## src/byte_budget_lru_cache_top_defines.svh

```systemverilog
// Assertion macros for the byte budget LRU cache.
// No dependencies; included by the top level.
`ifndef BYTE_BUDGET_LRU_CACHE_TOP_DEFINES_SVH
`define BYTE_BUDGET_LRU_CACHE_TOP_DEFINES_SVH
`ifndef SYNTH
`define BBL_ASSERT_NOW(label, clk, rst_n, ante, cons) \
    label: assert property (@(posedge clk) disable iff (!rst_n) (ante) |-> (cons)) \
        else $error("assertion failed");
`define BBL_ASSERT_NEXT(label, clk, rst_n, ante, cons) \
    label: assert property (@(posedge clk) disable iff (!rst_n) (ante) |=> (cons)) \
        else $error("assertion failed");
`else
`define BBL_ASSERT_NOW(label, clk, rst_n, ante, cons)
`define BBL_ASSERT_NEXT(label, clk, rst_n, ante, cons)
`endif
`endif

```

## src/bblru_pkg.sv

```systemverilog
// Shared types and codes for the byte budget LRU cache.
// No dependencies.
package bblru_pkg;
    localparam int BYTE_W   = 40;
    localparam int KEY_W    = 64;
    localparam int HANDLE_W = 32;
    localparam int EVC_W    = 7;

    localparam logic [1:0] MODE_LOOKUP = 2'd0;
    localparam logic [1:0] MODE_INSERT = 2'd1;
    localparam logic [1:0] MODE_CLEAR  = 2'd2;

    localparam logic [2:0] ST_MISS      = 3'd0;
    localparam logic [2:0] ST_HIT       = 3'd1;
    localparam logic [2:0] ST_EMPTY     = 3'd2;
    localparam logic [2:0] ST_PRESENT   = 3'd3;
    localparam logic [2:0] ST_TOO_LARGE = 3'd4;
    localparam logic [2:0] ST_INSERTED  = 3'd5;
    localparam logic [2:0] ST_CLEARED   = 3'd6;

    localparam logic [EVC_W-1:0] EVC_MAX = '1;

    typedef struct packed {
        logic [1:0]          mode;
        logic [KEY_W-1:0]    key_high;
        logic [KEY_W-1:0]    key_low;
        logic [BYTE_W-1:0]   entry_bytes;
        logic [HANDLE_W-1:0] value_handle;
    } t_in_word;

    typedef struct packed {
        logic [2:0]          status;
        logic [HANDLE_W-1:0] hit_handle;
        logic [EVC_W-1:0]    evicted_count;
        logic [BYTE_W-1:0]   bytes_in_use;
    } t_res_word;

    typedef struct packed {
        logic       latch;
        logic       match;
        logic       make_recent;
        logic       rd_hit;
        logic       evict;
        logic       insert;
        logic       clear;
        logic       out_en;
        logic       use_handle;
        logic [2:0] status;
    } t_ctl;

    typedef struct packed {
        logic       hit;
        logic [1:0] mode;
        logic       size_zero;
        logic       too_large;
        logic       need_evict;
    } t_sts;
endpackage

```

## src/bblru_ctrl.sv

```systemverilog
// Controller state machine for the byte budget LRU cache.
// Depends on bblru_pkg.
module bblru_ctrl (
    input  logic             i_clk,
    input  logic             i_rst_n,
    input  logic             i_start,
    input  bblru_pkg::t_sts  i_sts,
    output bblru_pkg::t_ctl  o_ctl,
    output logic             o_busy
);
    localparam logic [2:0] S_IDLE   = 3'd0;
    localparam logic [2:0] S_MATCH  = 3'd1;
    localparam logic [2:0] S_DECIDE = 3'd2;
    localparam logic [2:0] S_RDH    = 3'd3;
    localparam logic [2:0] S_EVCHK  = 3'd4;
    localparam logic [2:0] S_EVICT  = 3'd5;

    logic [2:0] r_state;
    logic [2:0] n_state;

    always_ff @(posedge i_clk) begin
        if (!i_rst_n) begin
            r_state <= S_IDLE;
        end else begin
            r_state <= n_state;
        end
    end

    always_comb begin
        n_state = r_state;
        o_ctl   = '0;
        case (r_state)
            S_IDLE: begin
                if (i_start) begin
                    o_ctl.latch = 1'b1;
                    n_state     = S_MATCH;
                end
            end
            S_MATCH: begin
                o_ctl.match = 1'b1;
                n_state     = S_DECIDE;
            end
            S_DECIDE: begin
                n_state = S_IDLE;
                case (i_sts.mode)
                    bblru_pkg::MODE_LOOKUP: begin
                        if (i_sts.hit) begin
                            o_ctl.make_recent = 1'b1;
                            o_ctl.rd_hit      = 1'b1;
                            n_state           = S_RDH;
                        end else begin
                            o_ctl.out_en = 1'b1;
                            o_ctl.status = bblru_pkg::ST_MISS;
                        end
                    end
                    bblru_pkg::MODE_INSERT: begin
                        if (i_sts.size_zero) begin
                            o_ctl.out_en = 1'b1;
                            o_ctl.status = bblru_pkg::ST_EMPTY;
                        end else if (i_sts.hit) begin
                            o_ctl.make_recent = 1'b1;
                            o_ctl.out_en      = 1'b1;
                            o_ctl.status      = bblru_pkg::ST_PRESENT;
                        end else if (i_sts.too_large) begin
                            o_ctl.out_en = 1'b1;
                            o_ctl.status = bblru_pkg::ST_TOO_LARGE;
                        end else begin
                            n_state = S_EVCHK;
                        end
                    end
                    bblru_pkg::MODE_CLEAR: begin
                        o_ctl.clear  = 1'b1;
                        o_ctl.out_en = 1'b1;
                        o_ctl.status = bblru_pkg::ST_CLEARED;
                    end
                    default: begin
                        o_ctl.out_en = 1'b1;
                        o_ctl.status = bblru_pkg::ST_MISS;
                    end
                endcase
            end
            S_RDH: begin
                o_ctl.out_en     = 1'b1;
                o_ctl.use_handle = 1'b1;
                o_ctl.status     = bblru_pkg::ST_HIT;
                n_state          = S_IDLE;
            end
            S_EVCHK: begin
                if (i_sts.need_evict) begin
                    n_state = S_EVICT;
                end else begin
                    o_ctl.insert = 1'b1;
                    o_ctl.out_en = 1'b1;
                    o_ctl.status = bblru_pkg::ST_INSERTED;
                    n_state      = S_IDLE;
                end
            end
            S_EVICT: begin
                o_ctl.evict = 1'b1;
                n_state     = S_EVCHK;
            end
            default: begin
                n_state = S_IDLE;
            end
        endcase
    end

    assign o_busy = (r_state != S_IDLE);
endmodule

```

## config.mk

```make
export PLATFORM = sky130hd
export DESIGN_NAME = bblru_ctrl
export DESIGN_NICKNAME = d
export VERILOG_FILES = /design/src/byte_budget_lru_cache_top_defines.svh /design/src/bblru_pkg.sv /design/src/bblru_ctrl.sv
export SDC_FILE = /design/constraint.sdc
export NUM_CORES = 1
export LEC_CHECK = 0
export BUFFER_PORTS_ARGS = -buffer_cell sky130_fd_sc_hd__clkbuf_2
export CAP_MARGIN = 5
export CORE_AREA = 2 2 39 41
export DETAILED_ROUTE_END_ITERATION = 7
export DIE_AREA = 0 0 41 43
export HOLD_SLACK_MARGIN = 0.02
export PLACE_DENSITY = 0.65
export SLEW_MARGIN = 20
export SYNTH_ARGS = -nofsm -noshare
export SYNTH_HDL_FRONTEND = slang
export SYNTH_SLANG_ARGS = --single-unit
export TNS_END_PERCENT = 1
```

## constraint.sdc

```tcl
create_clock -name i_clk -period 2 [get_ports i_clk]
set_input_delay 0.2 -clock i_clk [delete_from_list [all_inputs] [get_ports i_clk]]
set_output_delay 0.2 -clock i_clk [all_outputs]
set_load 0.05 [all_outputs]
```

==> qor.csv, run 1 <==
stage;metric;value;unit
yosys;synthSimpleGateAreaFrac;43.4;%
yosys;synth_area_leaders;dfxtp_1, ha_1, o21ai_0, nor3b_1, nor2_1;
finish;largest_reg_flops;3;
timing;final-hold-violation-count;0;
finish;final_cell_mix;clkbuf_2, nor2_1, o21ai_0, inv_1;
yosys;synth_top_family_by_area;simple AND/OR/NAND/NOR gates;
route;wl;886;µm
floorplanning;start_util;26.0;%
finish;reg_top3;r_state x3;
yosys;synth_compound_gate_area_share;19.1;%
route;avgRoutedWirePerCell;9.84;µm
worst_hold_path;hold_class;in -> reg;
run;drv_cap;0;
yosys;ys_ff_latch;3;
clock_network;clkSinkCount;3;
setup_path;end_kind;output port;
floorplanning;die_area;0.00176;mm²
placed_design;port_buffers;21;
clock_network;h-tree-depth;1;
finish;antenna_cells;0;
yosys;synth.avg_cell_area;7.07;µm²
setup_path;rrSetupSlack;0.73;ns
timing;fin_ws;0.241;ns
timing;finalSetupViolations;0;
timing;slew_viol_final;0;
grt;grt_max_degree;12;
clock_network;cts-root-buf;clkbuf_4;
route;via_per_inst;4.68;
placed_design;post-place-ws;0.333;ns
yosys;yosys.area_share.adder;10.4;%
yosys;synth.top_cell.area_share;16.7;%
clock_network;cts_made_buffers;3;
route;antenna_left;0;
floorplanning;core;0.00138;mm²
yosys;synth-xor-area-share;0;%
power;ir_worst_vdd;0.000200;V
setup_path;worstPathMaxFanout;11;
power;power_density;563;mW/mm²
setup_path;timing.rr.start;r_state[0]$_SDFFE_PN0P_;
setup_path;cp-start-kind;register;
floorplanning;die_height;43;µm
clock_network;cts_buffer_depth;2;
setup_path;r2r-end;r_state[0]$_SDFFE_PN0P_;
timing;rsz0062_at_grt;false;
route;drcViolationCount;0;
placed_design;dp_cells;86;
placed_design;gp_congestion;0.704;
grt;overflow;0;
route;vias;421;
finish;fin_nets;87;
setup_path;critical_path_class;reg -> out;
route;drtPass1Iterations;3;
yosys;yosys-mux-area-fraction;0;%
floorplanning;die_w;41;µm
timing;tightest_slew;0.410;ns
finish;fin_util;37.1;%
timing;period_needed;1.76;ns
timing;clock-skew-final;0.00181;ns
timing;period_share;88.0;%
floorplanning;rows;14;
grt;antenna_found_initial;0;
floorplanning;ios;22;
setup_path;r2r_cells;3;
grt;track_usage;11.8;%
setup_path;critPathArrivalTime;1.56;ns
run_status;status;finished clean;
clock_network;clk_latency;0.23;ns
route;first_iter_violations;3;
yosys;yosysUniqueCellTypes;21;
yosys;synth_nets;63;
timing;relSlewSlack;72.6;%
yosys;synthCells;51;
grt;grt_pass1_vias;351;
finish;drive_gt1_share;41.9;%
finish;final_common_cell;clkbuf_2;
clock_network;path_clk_slew;0.04;ns
placed_design;dp_hpwl;717;µm
setup_path;cp-startpoint;r_state[0]$_SDFFE_PN0P_;
setup_path;crit_required;1.80;ns
setup_path;endpoint;o_ctl[11];
timing;fmax;568;MHz
yosys;synth_area;360;µm²
power;leakagePower;0.246;nW
clock_network;cts_tree;yes;
finish;fin_cells;90;
yosys;seq_area_frac_synth;16.7;%
yosys;yosysTopAreaCell;dfxtp_1;
yosys;yosysWarnings;0;
finish;top_register;r_state;
clock_network;cts_setup_buffers;0;
finish;area_growth;42.4;%
grt;grt_pass1_wl;1.44;mm
## logic make-up after synthesis
logic type / count (synthesis)
simple gates: 24
compound gates: 13
buf+inv: 8
fa+ha+maj: 3
flops: 3
## how the worst min path moves through the flow
stage	from	to	slack (ns)	depth (start not counted)
after floorplan	i_rst_n	r_state[0]$_SDFFE_PN0P_	0.34	2
after global placement	i_rst_n	r_state[1]$_SDFFE_PN0P_	0.46	3
after detailed placement	i_rst_n	r_state[0]$_SDFFE_PN0P_	0.46	3
after CTS	i_rst_n	r_state[0]$_SDFFE_PN0P_	0.21	3
after global routing	i_rst_n	r_state[0]$_SDFFE_PN0P_	0.22	3
final	i_rst_n	r_state[1]$_SDFFE_PN0P_	0.21	3
## synth_stat cells
| cell type | instances |
|---|---|
| a21oi_1 | 4 |
| a31oi_1 | 1 |
| and3b_2 | 1 |
| buf_4 | 2 |
| dfxtp_1 | 3 |
| ha_1 | 3 |
| inv_1 | 5 |
| inv_2 | 1 |
| nand2_1 | 3 |
| nand3_1 | 1 |
| nand3_2 | 1 |
| nand3b_1 | 2 |
| nor2_1 | 7 |
| nor3b_1 | 4 |
| nor3b_2 | 1 |
| nor4b_2 | 1 |
| o21ai_0 | 7 |
| o21bai_1 | 1 |
| or3_1 | 1 |
| or3_2 | 1 |
| or4_1 | 1 |
## per-layer routing
metal	vias up	share of wire [%]	track usage [%]
met1	181	45	15.4
li1	223	-	-
met5	-	0	0
met4	0	0	6.00
met2	17	46	16.3
met3	0	9.4	4.71
## power breakdown
group / internal, mW / switching [mW] / total (mW)
registers: 0.0644 / 0.0121 / 0.0765
logic: 0.0333 / 0.0731 / 0.106
clock network: 0.0747 / 0.0310 / 0.106
total: 0.172 / 0.116 / 0.289
## final cells by class
class                           instances  area, µm²
Multi-Input combinational cell         40        278
Tap cell                               16       20.0
Sequential cell                         3       61.3
Clock buffer                            4       26.3
Timing Repair Buffer                   21        105
Inverter                                6       22.5
Fill cell                             158        871
## per-stage QoR
| stage | TNS [ns] | instance area (µm²) | hold WS [ns] | power [mW] |
|---|---|---|---|---|
| final | 0 | 513 | 0.214 | 0.289 |
| after global routing | 0 | 513 | 0.218 | 0.311 |
| after CTS | 0 | 505 | 0.214 | 0.292 |
| after detailed placement | 0 | 479 | 0.458 | 0.182 |
| after global placement | 0 | 479 | 0.461 | 0.182 |
| after floorplan | -0.121 | 369 | 0.337 | 0.158 |
## repair_timing
| action | CTS | global route |
|---|---|---|
| gates resized for setup | 0 | 2 |
| setup endpoints to repair | 0 | 5 |
| hold buffers | 0 | 0 |
## critical path, stage by stage (launching register included)
cell	delay (ns)
dfxtp_1	0.42
or3_2	0.53
nor2_1	0.10
clkbuf_2	0.28
(Power assumes the default switching activity.)
==> inputs of run 2 (changes only) <==
==> constraint.sdc (replaced) <==
create_clock -name i_clk -period 2.2 [get_ports i_clk]
set_input_delay 0.22 -clock i_clk [delete_from_list [all_inputs] [get_ports i_clk]]
set_output_delay 0.22 -clock i_clk [all_outputs]
set_load 0.05 [all_outputs]
==> run 2 against run 1 <==
Effect of this change: flip-flop and latch count did not move; core utilization fell by 0.54 points; die area did not move; clock skew barely moved; total power fell by 10%; clock-buffer cell count did not move; worst hold slack improved by 0.020 ns; combinational power fell by 9.9%; non-clock buffer count did not move; first-iteration DRC count fell by 100%; critical endpoint is now o_ctl[0]; largest cell class unchanged.
==> qor.csv, run 2 (synthesis gave the netlist of run 1 again) <==
stage;metric;value;unit;change
run_status;status;finished clean;;
power;power_density;514;mW/mm²;-8.7%
route;avgRoutedWirePerCell;9.99;µm;+1.5%
finish;largest_reg_flops;3;;unchanged
clock_network;clkSinkCount;3;;unchanged
floorplanning;die_area;0.00176;mm²;unchanged
finish;final_cell_mix;clkbuf_2, o21ai_0, nor2_1, inv_1;;
worst_hold_path;hold_class;in -> reg;;
setup_path;critical_path_class;reg -> out;;
clock_network;clk_latency;0.23;ns;about the same
finish;fin_cells;90;;unchanged
finish;reg_top3;r_state x3;;
grt;grt_pass1_vias;359;;+2.3%
timing;finalSetupViolations;0;;unchanged
setup_path;slowest_stage;dfxtp_1;;
finish;fin_area;505;µm²;-1.5%
setup_path;critPathTopFamily;flip-flops;;
grt;grt_pass1_wl;1.43;mm;-0.49%
power;swShare;40.1;%;-0.13 points
finish;final_common_cell;clkbuf_2;;
worst_hold_path;holdCritStartpoint;i_rst_n;;
route;antenna_left;0;;unchanged
grt;grt_max_degree;12;;unchanged
placed_design;port_buffers;21;;unchanged
route;drtPass1Iterations;1;;-2
setup_path;end_kind;output port;;
setup_path;timing.rr.start;r_state[1]$_SDFFE_PN0P_;;
worst_hold_path;holdPathStages;3;;unchanged
floorplanning;core;0.00138;mm²;unchanged
clock_network;h-tree-depth;1;;unchanged
timing;tightest_slew;0.377;ns;-0.0335 ns
route;first_iter_violations;0;;-3
placed_design;place_area;479;µm²;unchanged
placed_design;gp_congestion;0.702;;-0.28%
setup_path;r2r-end;r_state[0]$_SDFFE_PN0P_;;
power;ir_worst_vdd;0.000155;V;-22%
clock_network;cts_buffer_depth;2;;unchanged
timing;clock-skew-final;0.00144;ns;-0.000373 ns
timing;final-hold-violation-count;0;;unchanged
power;leakagePower;0.248;nW;+0.69%
finish;top_register;r_state;;
finish;fin_nets;87;;unchanged
floorplanning;rows;14;;unchanged
setup_path;r2r_cells;3;;unchanged
setup_path;crit_buf_inv;1;;unchanged
setup_path;cpPeakStageDelay;0.52;ns;about the same
timing;rsz0062_at_grt;false;;
floorplanning;start_util;26.0;%;unchanged
setup_path;worstPathCellList;nor3b_2 > nand2_1 > o21ai_0 > clkbuf_2;;
timing;relSlewSlack;74.9;%;+2.2 points
timing;slew_viol_final;0;;unchanged
grt;track_usage;11.7;%;-0.11 points
power;comb_power_share;36.8;%;about the same
clock_network;cts_made_buffers;3;;unchanged
floorplanning;die_height;43;µm;unchanged
clock_network;cts-root-buf;clkbuf_4;;
finish;drive_gt1_share;40.5;%;-1.4 points
route;wl;899;µm;+1.5%
timing;fmax;509;MHz;
power;clkPwrFrac;36.8;%;+0.2 points
setup_path;worstPathMaxFanout;11;;unchanged
run;drv_cap;0;;unchanged
floorplanning;die_w;41;µm;unchanged
clock_network;cts_setup_buffers;0;;unchanged
power;p_seq_share;26.4;%;about the same
route;via_per_inst;4.74;;+1.4%
setup_path;crit_required;1.98;ns;+0.18 ns
clock_network;path_clk_slew;0.03;ns;about the same
floorplanning;ios;22;;unchanged
power;p_sw;0.104;mW;-10%
setup_path;rrSetupSlack;0.92;ns;+0.19 ns
power;p_int;0.155;mW;-9.9%
clock_network;ctsResizeCount;0;;unchanged
grt;antenna_found_initial;0;;unchanged
route;drcViolationCount;0;;unchanged
worst_hold_path;hold_end;r_state[2]$_SDFFE_PN0P_;;
route;vias;427;;+1.4%
clock_network;cts_tree;yes;;
timing;finalSetupTns;0;ns;unchanged
finish;fillers;163;;+3.2%
placed_design;dp_cells;86;;unchanged
finish;area_growth;40.3;%;
grt;overflow;0;;unchanged
setup_path;critPathArrivalTime;1.75;ns;+0.19 ns
clock_network;holdBufCountCts;0;;unchanged
timing;period_share;89.3;%;
finish;antenna_cells;0;;unchanged
setup_path;cp-start-kind;register;;
timing;period_needed;1.97;ns;
==> run 2: worst reg2reg max path, cell delays in order (launching register included) <==
cell and delay [ns]:
dfxtp_1 0.52, nor3b_2 0.35, nand3_1 0.17, a21oi_1 0.16
==> run 2: worst max-delay path by stage <==
stage / start / end / cells past startpoint / slack [ns]
floorplan: r_state[0]$_SDFFE_PN0P_ / o_ctl[0] / 4 / 0.05
global placement: r_state[1]$_SDFFE_PN0P_ / o_ctl[0] / 4 / 0.51
detailed placement: r_state[1]$_SDFFE_PN0P_ / o_ctl[0] / 4 / 0.48
CTS: r_state[1]$_SDFFE_PN0P_ / o_ctl[0] / 4 / 0.22
global route: r_state[1]$_SDFFE_PN0P_ / o_ctl[4] / 4 / 0.11
finish: r_state[1]$_SDFFE_PN0P_ / o_ctl[0] / 4 / 0.23
==> run 2: routing by layer <==
metal	GRT usage (%)	vias to the layer above	wire [µm]
met1	15.0	185	399
met3	4.71	0	76
li1	-	223	-
met5	0	-	0
met2	16.3	19	424
met4	6.00	0	0
==> run 2: through the flow <==
stage                     power [mW]  utilization (%)  hold WS (ns)  setup WS [ns]
after floorplan                0.143                -         0.357         0.0456
after global placement         0.166             34.6         0.484          0.507
after detailed placement       0.165             34.6         0.473          0.479
after CTS                      0.266             36.5         0.230          0.224
after global routing           0.280             36.5         0.235          0.114
final                          0.260             36.5         0.234          0.234
==> run 2: final cells by class <==
cell class / instances / area [µm²] / area share (%)
flip-flops and latches: 3 / 60.1 / 11.9
multi-input cells: 40 / 272 / 53.7
clock buffers: 4 / 26.3 / 5.20
repair buffers: 21 / 105 / 20.8
inverters: 6 / 22.5 / 4.46
well taps: 16 / 20.0 / 3.96
==> run 2: power by group through the flow <==
stage | Sequential (mW) | Combinational (mW) | Clock (mW)
after floorplan | 0.0601 | 0.0831 | 0
after global placement | 0.0688 | 0.0967 | 0
after detailed placement | 0.0694 | 0.0960 | 0
after CTS | 0.0685 | 0.0965 | 0.101
after global routing | 0.0697 | 0.104 | 0.106
final | 0.0686 | 0.0955 | 0.0955
